==> config.mk <==
export PLATFORM = sky130hd
export DESIGN_NAME = tag_safe_text_segmenter
export DESIGN_NICKNAME = d
export VERILOG_FILES = /design/src/rtl/tss_pkg.sv /design/src/rtl/tag_safe_text_segmenter.sv /design/src/rtl/tss_store.sv /design/src/rtl/tss_scan.sv
export SDC_FILE = /design/constraint.sdc
export NUM_CORES = 1
export LEC_CHECK = 0
export ABC_AREA = 0
export BUFFER_PORTS_ARGS = -buffer_cell sky130_fd_sc_hd__buf_2
export CORE_MARGIN = 2
export CORE_UTILIZATION = 25
export DETAILED_ROUTE_END_ITERATION = 10
export PLACE_DENSITY = 0.49
export SLEW_MARGIN = 5
export SYNTH_ARGS = -nofsm -noshare
export SYNTH_HDL_FRONTEND = slang
export SYNTH_SLANG_ARGS = --single-unit
==> constraint.sdc <==
create_clock -name i_clk -period 3.5 [get_ports i_clk]
set_clock_uncertainty 0.15 [all_clocks]
set_input_delay 0 -clock i_clk [delete_from_list [all_inputs] [get_ports i_clk]]
set_output_delay 0 -clock i_clk [all_outputs]
set_load 0.01 [all_outputs]
==> src/rtl/tss_pkg.sv <==
// Shared types, constants and helpers for the tag-safe text segmenter.
// Depends on nothing; every other file of the block imports it.
`timescale 1ns / 1ps
`default_nettype none

package tss_pkg;

    // Text store depth; it holds at most BUF_DEPTH-1 bytes.
    localparam int BUF_DEPTH = 64;
    localparam int CNT_W     = $clog2(BUF_DEPTH);

    typedef logic [CNT_W-1:0] t_cnt;

    localparam t_cnt FILL_MAX = t_cnt'(BUF_DEPTH - 1);

    // Bytes kept in the trailing window: the marker length less one.
    localparam logic [2:0] WIN_LEN = 3'd4;

    localparam logic [7:0] CH_BANG = 8'h21;
    localparam logic [7:0] CH_E    = 8'h45;
    localparam logic [7:0] CH_N    = 8'h4E;
    localparam logic [7:0] CH_D    = 8'h44;
    localparam logic [7:0] CH_LT   = 8'h3C;
    localparam logic [7:0] CH_GT   = 8'h3E;

    typedef enum logic [2:0] {
        CMD_BYTE      = 3'd0,
        CMD_BYTE_END  = 3'd1,
        CMD_CHUNK_END = 3'd2,
        CMD_EOS       = 3'd3,
        CMD_DISCARD   = 3'd4
    } t_cmd;

    typedef enum logic [2:0] {
        S_IDLE,
        S_SCAN,
        S_DECIDE,
        S_REL,
        S_DONE
    } t_state;

    // Verdict of one scan pass over the store.
    typedef struct packed {
        logic mark;
        t_cnt len;
    } t_scan_res;

    // Circular address: a + b, wrapped at the store depth.
    function automatic t_cnt addr_add(input t_cnt a, input t_cnt b);
        logic [CNT_W:0] s;
        s = {1'b0, a} + {1'b0, b};
        if (s >= (CNT_W+1)'(BUF_DEPTH)) begin
            s = s - (CNT_W+1)'(BUF_DEPTH);
        end
        return s[CNT_W-1:0];
    endfunction

endpackage

`default_nettype wire

==> src/rtl/tag_safe_text_segmenter.sv <==
// Tag-safe text segmenter. Text words (command 0, or 1 which also ends a
// chunk) are appended to a circular 64-entry byte store; zero bytes, bytes
// beyond 63 held, and bytes after the end marker are dropped. At a chunk
// end the store is read out once, one byte per cycle, to find the "!END!"
// marker, the last '<' with no later '>' and a tail that begins the marker.
// The chosen prefix is then released as one segment. The store's single
// registered read port feeds one output register, so a byte is read only
// after the last one has landed and while that register is free. If the
// marker was found, the bytes before it are released, then a done word,
// and the store is emptied and text is ignored until end of stream or
// discard. End of stream releases all held bytes and a done word unless
// the marker was already seen. run_last marks the final word caused by one
// input word. The input is stalled while a chunk end or end of stream is
// being worked off; a finished word may wait in the output register while
// the next input word is taken.
`timescale 1ns / 1ps
`default_nettype none

module tag_safe_text_segmenter (
    input  wire logic       i_clk,
    input  wire logic       i_rst_n,
    input  wire logic       i_in_valid,
    output logic            o_in_stall,
    input  wire logic [2:0] i_in_command,
    input  wire logic [7:0] i_in_data_byte,
    output logic            o_out_valid,
    input  wire logic       i_out_stall,
    output logic            o_out_kind,
    output logic [7:0]      o_out_text_byte,
    output logic            o_out_segment_last,
    output logic            o_out_run_last
);
    import tss_pkg::*;

    t_state r_state, n_state;

    t_cnt r_head, n_head;
    t_cnt r_fill, n_fill;
    logic r_end_seen, n_end_seen;
    t_cnt r_idx, n_idx;
    t_cnt r_len, n_len;
    logic r_done_after, n_done_after;
    logic r_keep, n_keep;
    logic r_rd_vld, n_rd_vld;
    logic r_rd_last, n_rd_last;
    t_cnt r_rd_pos, n_rd_pos;

    logic       r_out_valid, n_out_valid;
    logic       r_out_kind, n_out_kind;
    logic [7:0] r_out_byte, n_out_byte;
    logic       r_out_seg, n_out_seg;
    logic       r_out_run, n_out_run;

    logic       in_acc, out_acc, out_free;
    logic       issue_scan, issue_rel, scan_fin, rel_fin, take_byte;
    logic       wr_en, rd_en, scan_clear;
    t_cnt       wr_addr, rd_addr;
    logic [7:0] rd_data;
    t_scan_res  scan_res;

    assign o_in_stall = (r_state != S_IDLE);
    assign in_acc     = i_in_valid && !o_in_stall;
    assign out_acc    = r_out_valid && !i_out_stall;
    assign out_free   = !r_out_valid || out_acc;

    assign take_byte  = !r_end_seen && (i_in_data_byte != 8'd0) && (r_fill < FILL_MAX);
    assign issue_scan = (r_state == S_SCAN) && (r_idx != r_fill) && !scan_res.mark;
    assign scan_fin   = !issue_scan && !r_rd_vld;
    // A read is only issued when the output register will be free as it lands.
    assign issue_rel  = (r_state == S_REL) && (r_idx != r_len) && !r_rd_vld && out_free;
    assign rel_fin    = (r_idx == r_len) && !r_rd_vld;

    assign wr_en      = in_acc && take_byte
                        && (i_in_command == CMD_BYTE || i_in_command == CMD_BYTE_END);
    assign wr_addr    = addr_add(r_head, r_fill);
    assign rd_en      = issue_scan || issue_rel;
    assign rd_addr    = addr_add(r_head, r_idx);
    assign scan_clear = (r_state == S_IDLE) && (n_state == S_SCAN);

    tss_store u_store (
        .i_clk     (i_clk),
        .i_wr_en   (wr_en),
        .i_wr_addr (wr_addr),
        .i_wr_data (i_in_data_byte),
        .i_rd_en   (rd_en),
        .i_rd_addr (rd_addr),
        .o_rd_data (rd_data)
    );

    tss_scan u_scan (
        .i_clk   (i_clk),
        .i_rst_n (i_rst_n),
        .i_clear (scan_clear),
        .i_vld   (r_rd_vld && (r_state == S_SCAN)),
        .i_pos   (r_rd_pos),
        .i_data  (rd_data),
        .i_fill  (r_fill),
        .o_res   (scan_res)
    );

    // Next state.
    always_comb begin
        n_state = r_state;
        case (r_state)
            S_IDLE: begin
                if (in_acc) begin
                    case (i_in_command)
                        CMD_BYTE_END, CMD_CHUNK_END: begin
                            n_state = r_end_seen ? S_IDLE : S_SCAN;
                        end
                        CMD_EOS: begin
                            if (r_fill != '0) begin
                                n_state = S_REL;
                            end else if (!r_end_seen) begin
                                n_state = S_DONE;
                            end
                        end
                        default: n_state = S_IDLE;
                    endcase
                end
            end
            S_SCAN: begin
                if (scan_fin) begin
                    n_state = S_DECIDE;
                end
            end
            S_DECIDE: begin
                if (scan_res.len != '0) begin
                    n_state = S_REL;
                end else if (scan_res.mark) begin
                    n_state = S_DONE;
                end else begin
                    n_state = S_IDLE;
                end
            end
            S_REL: begin
                if (rel_fin) begin
                    n_state = r_done_after ? S_DONE : S_IDLE;
                end
            end
            S_DONE: begin
                if (out_free) begin
                    n_state = S_IDLE;
                end
            end
            default: n_state = S_IDLE;
        endcase
    end

    // Datapath and outputs.
    always_comb begin
        n_head       = r_head;
        n_fill       = r_fill;
        n_end_seen   = r_end_seen;
        n_idx        = r_idx;
        n_len        = r_len;
        n_done_after = r_done_after;
        n_keep       = r_keep;
        n_rd_vld     = rd_en;
        n_rd_last    = r_rd_last;
        n_rd_pos     = r_rd_pos;
        n_out_valid  = r_out_valid && !out_acc;
        n_out_kind   = r_out_kind;
        n_out_byte   = r_out_byte;
        n_out_seg    = r_out_seg;
        n_out_run    = r_out_run;
        case (r_state)
            S_IDLE: begin
                n_idx = '0;
                if (in_acc) begin
                    case (i_in_command)
                        CMD_BYTE, CMD_BYTE_END: begin
                            if (take_byte) begin
                                n_fill = r_fill + t_cnt'(1);
                            end
                        end
                        CMD_EOS: begin
                            n_len        = r_fill;
                            n_done_after = !r_end_seen;
                            n_keep       = 1'b0;
                            n_fill       = '0;
                            n_end_seen   = 1'b0;
                        end
                        CMD_DISCARD: begin
                            n_fill     = '0;
                            n_end_seen = 1'b0;
                        end
                        default: n_fill = r_fill;
                    endcase
                end
            end
            S_SCAN: begin
                if (issue_scan) begin
                    n_rd_pos = r_idx;
                    n_idx    = r_idx + t_cnt'(1);
                end
            end
            S_DECIDE: begin
                n_idx        = '0;
                n_len        = scan_res.len;
                n_done_after = scan_res.mark;
                n_keep       = !scan_res.mark;
                if (scan_res.mark) begin
                    n_fill     = '0;
                    n_end_seen = 1'b1;
                end
            end
            S_REL: begin
                if (issue_rel) begin
                    n_rd_last = ((r_idx + t_cnt'(1)) == r_len);
                    n_idx     = r_idx + t_cnt'(1);
                end
                if (r_rd_vld) begin
                    n_out_valid = 1'b1;
                    n_out_kind  = 1'b0;
                    n_out_byte  = rd_data;
                    n_out_seg   = r_rd_last;
                    n_out_run   = r_rd_last && !r_done_after;
                end
                if (rel_fin) begin
                    n_head = addr_add(r_head, r_len);
                    if (r_keep) begin
                        n_fill = r_fill - r_len;
                    end
                end
            end
            S_DONE: begin
                if (out_free) begin
                    n_out_valid = 1'b1;
                    n_out_kind  = 1'b1;
                    n_out_byte  = 8'd0;
                    n_out_seg   = 1'b0;
                    n_out_run   = 1'b1;
                end
            end
            default: n_idx = '0;
        endcase
    end

    always_ff @(posedge i_clk) begin
        if (!i_rst_n) begin
            r_state     <= S_IDLE;
            r_head      <= '0;
            r_fill      <= '0;
            r_end_seen  <= 1'b0;
            r_idx       <= '0;
            r_rd_vld    <= 1'b0;
            r_out_valid <= 1'b0;
        end else begin
            r_state     <= n_state;
            r_head      <= n_head;
            r_fill      <= n_fill;
            r_end_seen  <= n_end_seen;
            r_idx       <= n_idx;
            r_rd_vld    <= n_rd_vld;
            r_out_valid <= n_out_valid;
        end
    end

    always_ff @(posedge i_clk) begin
        r_len        <= n_len;
        r_done_after <= n_done_after;
        r_keep       <= n_keep;
        r_rd_last    <= n_rd_last;
        r_rd_pos     <= n_rd_pos;
        r_out_kind   <= n_out_kind;
        r_out_byte   <= n_out_byte;
        r_out_seg    <= n_out_seg;
        r_out_run    <= n_out_run;
    end

    assign o_out_valid        = r_out_valid;
    assign o_out_kind         = r_out_kind;
    assign o_out_text_byte    = r_out_byte;
    assign o_out_segment_last = r_out_seg;
    assign o_out_run_last     = r_out_run;

    // A released byte landing from the store always finds the output free.
    a_out_free_on_land: assert property (@(posedge i_clk) disable iff (!i_rst_n)
        (r_state == S_REL && r_rd_vld) |-> out_free)
        else $error("released byte would overwrite a pending word");

    // Once the marker is seen the store stays empty.
    a_empty_after_mark: assert property (@(posedge i_clk) disable iff (!i_rst_n)
        (r_state == S_IDLE && r_end_seen) |-> (r_fill == '0))
        else $error("store holds text after the end marker");

    // The store never exceeds its capacity.
    a_fill_bound: assert property (@(posedge i_clk) disable iff (!i_rst_n)
        r_fill <= FILL_MAX)
        else $error("fill level beyond store capacity");

    // The release counter never runs past the segment length.
    a_rel_bound: assert property (@(posedge i_clk) disable iff (!i_rst_n)
        (r_state == S_REL) |-> (r_idx <= r_len))
        else $error("release index beyond segment length");

endmodule

`default_nettype wire

==> src/rtl/tss_store.sv <==
// Text store: one write port and one registered read port.
// Depends on tss_pkg for the depth and address type.
`timescale 1ns / 1ps
`default_nettype none

module tss_store (
    input  wire logic          i_clk,
    input  wire logic          i_wr_en,
    input  wire tss_pkg::t_cnt i_wr_addr,
    input  wire logic [7:0]    i_wr_data,
    input  wire logic          i_rd_en,
    input  wire tss_pkg::t_cnt i_rd_addr,
    output logic [7:0]         o_rd_data
);
    import tss_pkg::*;

    logic [7:0] r_mem [0:BUF_DEPTH-1];

    always_ff @(posedge i_clk) begin
        if (i_wr_en) begin
            r_mem[i_wr_addr] <= i_wr_data;
        end
    end

    always_ff @(posedge i_clk) begin
        if (i_rd_en) begin
            o_rd_data <= r_mem[i_rd_addr];
        end
    end

endmodule

`default_nettype wire

==> src/rtl/tss_scan.sv <==
// Scan tracker: watches the bytes read out of the store in order and finds
// the marker, the last unclosed '<' and the safe release length.
// Depends on tss_pkg.
`timescale 1ns / 1ps
`default_nettype none

module tss_scan (
    input  wire logic          i_clk,
    input  wire logic          i_rst_n,
    input  wire logic          i_clear,
    input  wire logic          i_vld,
    input  wire tss_pkg::t_cnt i_pos,
    input  wire logic [7:0]    i_data,
    input  wire tss_pkg::t_cnt i_fill,
    output tss_pkg::t_scan_res o_res
);
    import tss_pkg::*;

    // Index 0 is the newest byte.
    logic [3:0][7:0] r_win, n_win, r_open_win, n_open_win;
    logic [2:0]      r_wcnt, n_wcnt, r_open_wcnt, n_open_wcnt;
    logic            r_open, n_open, r_mark, n_mark;
    t_cnt            r_open_pos, n_open_pos, r_mark_pos, n_mark_pos;

    logic            hit;
    logic [3:0][7:0] w;
    logic [2:0]      c;
    t_cnt            safe0;
    t_cnt            k;

    assign hit = (r_wcnt == WIN_LEN) && (r_win[3] == CH_BANG) && (r_win[2] == CH_E)
                 && (r_win[1] == CH_N) && (r_win[0] == CH_D) && (i_data == CH_BANG);

    always_comb begin
        n_win       = r_win;
        n_wcnt      = r_wcnt;
        n_open      = r_open;
        n_open_pos  = r_open_pos;
        n_open_win  = r_open_win;
        n_open_wcnt = r_open_wcnt;
        n_mark      = r_mark;
        n_mark_pos  = r_mark_pos;
        if (i_clear) begin
            n_wcnt = 3'd0;
            n_open = 1'b0;
            n_mark = 1'b0;
        end else if (i_vld) begin
            if (hit && !r_mark) begin
                n_mark     = 1'b1;
                n_mark_pos = i_pos - t_cnt'(4);
            end
            if (i_data == CH_LT) begin
                n_open      = 1'b1;
                n_open_pos  = i_pos;
                n_open_win  = r_win;
                n_open_wcnt = r_wcnt;
            end else if (i_data == CH_GT) begin
                n_open = 1'b0;
            end
            n_win = {r_win[2:0], i_data};
            if (r_wcnt != WIN_LEN) begin
                n_wcnt = r_wcnt + 3'd1;
            end
        end
    end

    always_ff @(posedge i_clk) begin
        if (!i_rst_n) begin
            r_wcnt <= 3'd0;
            r_open <= 1'b0;
            r_mark <= 1'b0;
        end else begin
            r_wcnt <= n_wcnt;
            r_open <= n_open;
            r_mark <= n_mark;
        end
    end

    always_ff @(posedge i_clk) begin
        r_win       <= n_win;
        r_open_pos  <= n_open_pos;
        r_open_win  <= n_open_win;
        r_open_wcnt <= n_open_wcnt;
        r_mark_pos  <= n_mark_pos;
    end

    // The window count equals min(safe0, 4), so it guards each tail compare.
    always_comb begin
        safe0 = r_open ? r_open_pos : i_fill;
        w     = r_open ? r_open_win : r_win;
        c     = r_open ? r_open_wcnt : r_wcnt;
        k     = '0;
        if (c >= 3'd4 && w[3] == CH_BANG && w[2] == CH_E && w[1] == CH_N && w[0] == CH_D) begin
            k = t_cnt'(4);
        end else if (c >= 3'd3 && w[2] == CH_BANG && w[1] == CH_E && w[0] == CH_N) begin
            k = t_cnt'(3);
        end else if (c >= 3'd2 && w[1] == CH_BANG && w[0] == CH_E) begin
            k = t_cnt'(2);
        end else if (c >= 3'd1 && w[0] == CH_BANG) begin
            k = t_cnt'(1);
        end
        o_res.mark = r_mark;
        o_res.len  = r_mark ? r_mark_pos : (safe0 - k);
    end

endmodule

`default_nettype wire

# Word level (Yosys, flattened, before mapping)

Memories as Yosys holds them, arrays and structs flattened. A register that Yosys moved wholly into a read port is not among the register bits.
Index checks and enable logic that the tools add are counted.

Flip-flop bits (word level): 134
Memory bits (writable): 512
Bits of input ports: 15
Output and inout port bits: 13
Word-level logic and storage cells: 235
Memories kept: 1

Memory list:

| memory        | words | bits a word | read ports | clocked after Yosys merged registers in | write ports | line            | text |
|---|---|---|---|---|---|---|---|
| u_store.r_mem | 64    | 8           | 1          | 1                                       | 1           | tss_store.sv:17 | `logic [7:0] r_mem [0:BUF_DEPTH-1];` |

Add/sub/neg operators: 12
Magnitude comparators: 8
Equal/unequal tests: 44
Multiplexer cells: 64
Bitwise gates (word level): 3
Reductions and logical operators: 73

Operators with widths:

| operator            | count |
|---|---|
| $mux 6              | 17 |
| $eq 8x7->1 const B  | 9 |
| $eq 8x6->1 const B  | 8 |
| $pmux 6 s3          | 2 |
| $logic_and 1x1->1   | 33 |
| $mux 32             | 1 |
| $mux 3              | 10 |
| $pmux 6 s2          | 2 |
| $add 6x6->7         | 3 |
| $ge 7x7->1 const B  | 3 |
| $mux 1              | 20 |
| $sub 6x1->6 const B | 3 |
| $mux 8              | 2 |
| $ne 2x2->1 const B  | 8 |
| $pmux 8 s2          | 1 |
| $pmux 3 s5          | 1 |
| $reduce_and 3->1    | 5 |
| $pmux 1 s2          | 7 |
| $reduce_and 2->1    | 7 |
| $add 6x1->6 const B | 2 |
| $eq 3x2->1 const B  | 4 |
| $eq 6x6->1          | 2 |
| $ne 6x6->1          | 2 |
| $reduce_bool 6->1   | 2 |
| other kinds (23)    | 50 |

# Depth between registers and ports, before layout

Gate-level depths: netlist of run 1.

Depth in word-level cells: 16
Mapped depth: 16
Gate-level depth less buffers: 15

# Modules after synthesis

A second synthesis of run 1 with hierarchy kept.

Cells, all modules: 1564
Area, all modules: 27192.3 µm²

By module, submodules not included:

| module                  | times used | cells an instance | area an instance (µm²) |
|---|---|---|---|
| tss_store               | 1          | 967               | 20318.2 |
| tss_scan                | 1          | 226               | 3470.8 |
| tag_safe_text_segmenter | 1          | 371               | 3403.3 |

# Worst setup path before layout of run 1

No wires, ideal clock.

Path kind: register to register
Start: reg r_state[0]
End: reg u_scan.r_open_pos[0], enable pin
Data arrival time: 3259 ps
Data required time: 2909 ps
Setup slack: -350 ps
Stages on the path, launching flop included: 7
Path buffers: 1
Cells stage by stage: dfxtp_1 -> clkbuf_1 -> nor2b_1 -> nand3_1 -> nor4b_1 -> nand4_1 -> nor2_1

Longest elaborated chain between the ends: 11
Elaborated cells on any way between the ends: 25
Classes of those cells: eq/ne: 5; mux: 8; bitwise: 1; reduce/logical: 11

RTL lines:

| what                                | line                                                                                         | text |
|---|---|---|
| start: declaration                  | tag_safe_text_segmenter.sv:35                                                                | `t_state r_state, n_state;` |
| start signal: assignment            | tag_safe_text_segmenter.sv:250                                                               | `r_state <= n_state;` |
| $eq 3x1->1                          | tag_safe_text_segmenter.sv:67, tag_safe_text_segmenter.sv:94, tag_safe_text_segmenter.sv:104 |  |
| $logic_and 1x1->1 (2 in series)     | tag_safe_text_segmenter.sv:67                                                                | `assign issue_scan = (r_state == S_SCAN) && (r_idx != r_fill) && !scan_res.mark;` |
| $logic_not 1->1                     | tag_safe_text_segmenter.sv:68                                                                | `assign scan_fin = !issue_scan && !r_rd_vld;` |
| $logic_and 1x1->1                   | tag_safe_text_segmenter.sv:68                                                                |  |
| $mux 3                              | tag_safe_text_segmenter.sv:123                                                               | `if (scan_fin) begin` |
| $pmux 3 s5                          | tag_safe_text_segmenter.sv:104                                                               | `case (r_state)` |
| $eq 3x1->1                          | tag_safe_text_segmenter.sv:78                                                                | `assign scan_clear = (r_state == S_IDLE) && (n_state == S_SCAN);` |
| $logic_and 1x1->1                   | tag_safe_text_segmenter.sv:78                                                                |  |
| $not 1->1 (no source line)          | n/a                                                                                          |  |
| $reduce_and 3->1 (no source line) * | n/a                                                                                          |  |
| end signal: assignment              | tss_scan.sv:81                                                                               | `r_open_pos <= n_open_pos;` |
| end: declaration                    | tss_scan.sv:23                                                                               | `t_cnt r_open_pos, n_open_pos, r_mark_pos, n_mark_pos;` |

Mark *: on every way between the ends. The rest lies on a longest branch, timed or not.
A chain may end at the register's enable or synchronous reset.

# Worst setup path after layout of run 1

Start: reg u_scan.r_open_win[20] in the netlist's numbering
End: reg r_state[1]

Longest elaborated chain between the ends: 12
Elaborated cells on any way between the ends: 16
Classes of those cells: add/sub: 1; eq/ne: 2; mux: 6; reduce/logical: 7

RTL lines:

| what                            | line                           | text |
|---|---|---|
| start: declaration              | tss_scan.sv:20                 | `logic [3:0][7:0] r_win, n_win, r_open_win, n_open_win;` |
| start signal: assignment        | tss_scan.sv:82                 | `r_open_win <= n_open_win;` |
| $mux 32 *                       | tss_scan.sv:90                 | `w = r_open ? r_open_win : r_win;` |
| $eq 8x6->1                      | tss_scan.sv:95                 | `end else if (c >= 3'd3 && w[2] == CH_BANG && w[1] == CH_E && w[0] == CH_N) begin` |
| $logic_and 1x1->1 (3 in series) | tss_scan.sv:95                 |  |
| $mux 6                          | tss_scan.sv:95                 |  |
| $mux 6 *                        | tss_scan.sv:93                 | `if (c >= 3'd4 && w[3] == CH_BANG && w[2] == CH_E && w[1] == CH_N && w[0] == CH_D) begin` |
| $sub 6x6->6 *                   | tss_scan.sv:103                | `o_res.len = r_mark ? r_mark_pos : (safe0 - k);` |
| $mux 6 *                        | tss_scan.sv:103                |  |
| $reduce_bool 6->1 *             | tag_safe_text_segmenter.sv:128 | `if (scan_res.len != '0) begin` |
| $mux 3 *                        | tag_safe_text_segmenter.sv:128 |  |
| $pmux 3 s5 *                    | tag_safe_text_segmenter.sv:104 |  |

Marks and branches as above.

==> results of run 1 <==
## placed cells by master, fill, tap and decap left out, types with 29 or more instances in the layout
cell / instances
edfxtp_1: 625
nor2_1: 126
buf_4: 153
nand2_1: 97
dfxtp_1: 29
mux4_2: 129
nor3_1: 34
clkbuf_16: 75
nand3_1: 31
mux2i_1: 53
a21oi_1: 52
## state kept, by name, summed over array words and instances, names as in the netlist, 3 cells and up
name	flops
u_scan.r_open_pos	6
u_scan.r_open_win	32
r_len	6
u_scan.r_mark_pos	6
r_rd_pos	6
o_out_text_byte	8
u_scan.r_win	32
u_scan.r_open_wcnt	3
u_store.o_rd_data	8
u_store.r_mem	512
r_state	3
r_fill	6
r_head	6
r_idx	6
u_scan.r_wcnt	3
## routing by layer
layer  vias up  global-route usage (%)
li1       6625                       -
met1      7582                    17.1
met2       381                    18.9
met3       110                    2.43
met4         0                    3.85
met5         -                       0
## through the flow
step                hold slack, ns  worst slack, ns  cell area (sq um)
floorplan                  -0.0511           0.0445              26900
global placement             0.245          -0.0488              29900
detailed placement           0.259          -0.0543              29900
CTS                        0.00409           0.0154              32500
global route                0.0308          -0.0942              32500
finish                    0.000261            0.130              32500
## final timing paths
path | start | to | cells past startpoint | slack (ns)
max | u_scan.r_open_win[20] | r_state[1] | 14 | 0.13
max reg2reg | u_scan.r_open_win[20] | r_state[1] | 14 | 0.13
min reg2reg | u_scan.r_win[29] | u_scan.r_open_win[29] | 0 | 0.29
min | i_in_data_byte[7] | u_store.r_mem[32][7] | 2 | 0.0003
## power by group
part	leakage (nW)	total, mW	internal, mW	switching (mW)
clock	1.14	7.62	4.54	3.09
sequential	5.85	8.63	8.59	0.0362
combinational	3.54	0.757	0.298	0.458
## synthesized netlist by cell type (all sizes together) (7+ instances only)
cell | number | area, sq um
edfxtp | 625 | 18800
mux4 | 129 | 2910
nor2 | 127 | 477
nand2 | 97 | 364
a21oi | 54 | 270
mux2i | 53 | 531
clkbuf | 42 | 158
nor3 | 35 | 180
nand3 | 31 | 155
o21ai | 30 | 150
xnor2 | 30 | 263
dfxtp | 29 | 581
ha | 29 | 363
inv | 28 | 105
buf | 26 | 133
xor2 | 16 | 140
nand4 | 15 | 93.8
and2 | 12 | 75.1
nand2b | 9 | 56.3
a31oi | 8 | 50.1
nor2b | 8 | 50.1
nor4b | 8 | 70.1
o2111ai | 8 | 70.1
or4b | 8 | 80.1
a22o | 7 | 61.3
or2 | 7 | 46.3
## logic make-up after synthesis
kind of cell             Yosys count
AO/OA/AOI/OAI                    153
XOR/XNOR                          46
adder cells (fa/ha/maj)           34
buffers and inverters             96
flip-flops                       654
multiplexers                     184
AND/OR/NAND/NOR                  391
## worst register-to-register path: stages, from the launching register on
cell      delay, ns
edfxtp_1       0.40
nor4bb_2       0.36
o22ai_1        0.16
a221oi_2       0.23
nand3_1        0.16
o32ai_2        0.15
ha_2           0.25
fa_2           0.21
nor2b_2        0.05
or3b_4         0.36
xor2_1         0.16
mux2i_1        0.18
o211a_1        0.20
a21o_1         0.15
a21oi_2        0.06
## cell type report
class | count | area (sq um) | area share [%]
Tap cell | 1403 | 1760 | 5.40
Timing Repair Buffer | 207 | 1650 | 5.06
Sequential cell | 654 | 19300 | 59.5
Antenna cell | 1 | 2.50 | 0.00769
Clock buffer | 100 | 2000 | 6.15
Multi-Input combinational cell | 808 | 7300 | 22.4
Clock inverter | 28 | 367 | 1.13
Inverter | 28 | 105 | 0.323
## repair_timing
item                                   4_1_cts  5_1_grt
endpoints found under the hold margin      400        0
pin swaps                                    0       11
gates resized for setup                      3       11
setup endpoints to repair                    3        5
hold buffers                                17        0
==> out/metrics.cfg, run 1 <==
[cts]
cts_tree = done
root_buffer = clkbuf_16
cts_buffer_depth = 3
post_cts_buffers = 0
htreeDepth = 3
cts.sinks = 654
cts.clk_slew.worst_paths_ns = 0.05
clk_latency_ns = 0.63
numCtsBuffers = 72

[sta]
hold_viol = 0
drv_slew = 0
setup_viol = 0
grt_setup_unrepaired = true
max_freq_mhz = 297
fin_crit_sh_pct = 96.3
period_minus_slack_ns = 3.37
maxSlewHeadroom_pct = 41.7
setup_tns_ns = 0
worst_pin_slew_ns = 0.871

[global_route]
antenna_found_initial = 0
track_usage_pct = 12.2
grt_max_degree = 65
grt_overflow_total = 0
grt_pass1_vias = 15200
grt_pass1_wl_mm = 101

[placed_design]
placedCellCount = 3083
dpl.hpwl_mm = 43.1
place.gp.congestion = 0.831
portBuffers = 27

[setup_path]
crit_required_ns = 3.83
worst_setup_path_start_kind = flop
path_class = reg -> reg
critPathMaxStageDelay_ns = 0.40
worstPathCellList = nor4bb_2 > o22ai_1 > a221oi_2 > nand3_1 > o32ai_2 > ha_2 > fa_2 > nor2b_2 > or3b_4 > xor2_1 > mux2i_1 > o211a_1 > a21o_1 > a21oi_2
critical-path-top-delay-family = compound AO/OA/AOI/OAI gates
critPathSlowestCell = edfxtp_1
crit_fanout = 2
path_buf_inv = 0
crit_arrival_ns = 3.70
cp-end-kind = flop

[yosys]
synth_cell_types = 63
synth.mux.area_fraction_pct = 12.8
synth_edf_count = 625
synth-main-ff-cell = edfxtp_1
synth_area_sq_mm = 0.0269
ys_ff_latch = 654
ys_warn_count = 0
synth-adder-area-share_pct = 1.72
synth_compound_area_share_pct = 3.55
netlist_instances = 1558
synth_top_family_by_area = multiplexers
synthSimpleGateAreaFrac_pct = 7.12
synth_xor_area_share_pct = 1.50
avgSynthCellArea_sq_um = 17.3
synth_seq_area_share_pct = 71.8
async_flop_share_pct = 0
synth_nets = 1607

[detailed_routing]
via_per_inst = 4.55
dr.pass1.iters = 7
wl_met3_mm = 3.52
wirelength_met1_mm = 31.4
drt-wirelength-per-cell_um = 20.9
postRouteWirelength_mm = 67.6
drt_drc_violations_left = 0
vias = 14700
dr.first_iter.drc_count = 1304
wl_met2_mm = 30.8
ant_nets = 0
top_layer = met4

[die]
die_h_um = 332
coreArea_sq_mm = 0.107
die_x_um = 332
ios = 28
dieArea_sq_mm = 0.110
start_util_pct = 25.2
rows = 120

[finish]
nets = 1820
fillers = 10500
fin_util_pct = 30.4
drive_above_1_share_pct = 24.3
finalNonFillerCells = 3229
syn2layout_area_growth_pct = 20.7

[power_and_ir_drop]
power_mw = 17.0
leakage_nw = 10.5
ir_worst_vdd_uv = 317
powerDensity_mw_per_mm2 = 523

[job]
maxCapViolations = 0

[worst_hold_path]
min_path_type = in -> reg

[run_status]
outcome = complete, no violations

No activity file was read; power rests on OpenSTA's default activity.
==> inputs of run 2 (changes only) <==
- HOLD_SLACK_MARGIN: unset -> 0.06
==> run 2 against run 1 <==
  * Sequential power is essentially flat
  * Setup slack improved by 0.0054 ns
  * Combinational power about the same
  * First-iteration DRC count fell by 0.61%
  * Clock power about the same
  * Maximum frequency increased by 0.16%
  * Total power is essentially flat
  * Die area did not move
  * Hold slack better by 0.19 ns
  * Sequential share of layout area barely moved
  * Global-route usage about the same
  * Highest routed layer unchanged
==> out/metrics.cfg, run 2 (same netlist as run 1, synthesis figures left out) <==
[finish]
top_register = u_store.r_mem
largest_reg_flops = 512
reg_top3 = u_store.r_mem x512, u_scan.r_open_win x32, u_scan.r_win x32
finalNonFillerCells = 3231
layout_common_cells = edfxtp_1 (625), buf_4 (153), mux4_2 (129)
final_common_cell = edfxtp_1
fin_area_sq_mm = 0.0325
syn2layout_area_growth_pct = 20.8
drive_above_1_share_pct = 24.2
nets = 1822

[sta]
max_freq_mhz = 297
worst_pin_slew_ns = 0.882
setup_viol = 0
fin_crit_sh_pct = 96.1
hold_viol = 0
grt_setup_unrepaired = true
maxSlewHeadroom_pct = 40.9
setup_slack_ns = 0.136
drv_slew = 0
whs_ns = 0.193
period_minus_slack_ns = 3.36

[detailed_routing]
postRouteWirelength_mm = 67.7
drt_drc_violations_left = 0
dr.pass1.iters = 5
vias = 14800
via_per_inst = 4.57
dr.first_iter.drc_count = 1296
ant_nets = 0
drt-wirelength-per-cell_um = 20.9

[global_route]
antenna_found_initial = 0
grt_overflow_total = 0
grt_pass1_vias = 15200
grt_max_degree = 65
grt_pass1_wl_mm = 101
track_usage_pct = 12.2

[cts]
cts.sinks = 654
cts_tree = done
cts_buffer_depth = 3
numCtsBuffers = 72
root_buffer = clkbuf_16
post_cts_buffers = 0
cts.clk_slew.worst_paths_ns = 0.06
htreeDepth = 3
clk_latency_ns = 0.63

[setup_path]
crit_fanout = 2
crit_required_ns = 3.83
worst_setup_path_start_kind = flop
r2r-start = u_scan.r_open_win[20]
crit_arrival_ns = 3.70
cp-end-kind = flop
path_class = reg -> reg
setup.worst_path.start = u_scan.r_open_win[20]

[placed_design]
dpl.hpwl_mm = 43.1
pre_cts_slack_ns = -0.0543
dpl-instance-area_sq_mm = 0.0299
place.gp.congestion = 0.831
portBuffers = 27
placedCellCount = 3083

[worst_hold_path]
hp-start = i_rst_n
min_path_type = in -> reg

[die]
coreArea_sq_mm = 0.107
ios = 28
die_h_um = 332
start_util_pct = 25.2
die_x_um = 332
rows = 120
dieArea_sq_mm = 0.110

[power_and_ir_drop]
ir_worst_vdd_uv = 318
powerDensity_mw_per_mm2 = 523
power_mw = 17.0
leakage_nw = 10.5

[run_status]
outcome = complete, no violations

[job]
maxCapViolations = 0

run 2: changes by cell type in the layout (fill, tap and decap cells not counted):
cell,previous run,this run
dlygate4sd3_1,17,19
run 2: routing by layer:
metal	wire length, um	up-vias	track usage [%]
li1	-	6625	-
met1	31400	7634	17.1
met2	31000	376	18.9
met3	3420	116	2.43
met4	1890	0	3.85
met5	0	-	0
run 2: repair_timing:
item                                   in CTS  in global routing
endpoints found under the hold margin     478                  0
hold buffers                               19                  0
resized for setup                           3                 11
pin swaps                                   0                 11
setup endpoints to repair                   3                  5
run 2: final timing paths:
check,cells after the start,slack [ns],endpoint
hold / removal,4,0.19,r_state[2]
hold reg to reg,0,0.29,u_scan.r_open_win[29]
setup / recovery,14,0.14,r_state[1]
setup reg to reg,14,0.14,r_state[1]
run 2: metrics by stage:
step | util [%] | setup TNS, ns
5_1_grt | 30.4 | -0.226
4_1_cts | 30.4 | 0
2_1_floorplan | - | 0
6_report | 30.4 | 0
3_5_place_dp | 28.0 | -0.104
3_3_place_gp | 28.0 | -0.131
run 2: worst max-delay path: stages, from the launching register on:
cell,delay (ns)
edfxtp_1,0.40
nor4bb_2,0.36
o22ai_1,0.16
a221oi_2,0.23
nand3_1,0.15
o32ai_2,0.15
ha_2,0.25
fa_2,0.21
nor2b_2,0.05
or3b_4,0.36
xor2_1,0.16
mux2i_1,0.18
o211a_1,0.20
a21o_1,0.15
a21oi_2,0.06
run 2: layout make-up:
cell class	count	area (sq um)
multi-input combinational	808	7300
sequential	654	19300
inverter	28	105
tap	1403	1760
antenna	1	2.50
clock buffer	100	2000
timing repair buffer	209	1670
clock inverter	28	367
fill	10500	74500
run 2: where the power goes:
| part | internal, mW | leakage (nW) | total [mW] | switching (mW) |
|---|---|---|---|---|
| Clock | 4.54 | 1.14 | 7.63 | 3.09 |
| Sequential | 8.59 | 5.85 | 8.63 | 0.0365 |
| Combinational | 0.299 | 3.55 | 0.759 | 0.459 |
| Total | 13.4 | 10.5 | 17.0 | 3.58 |
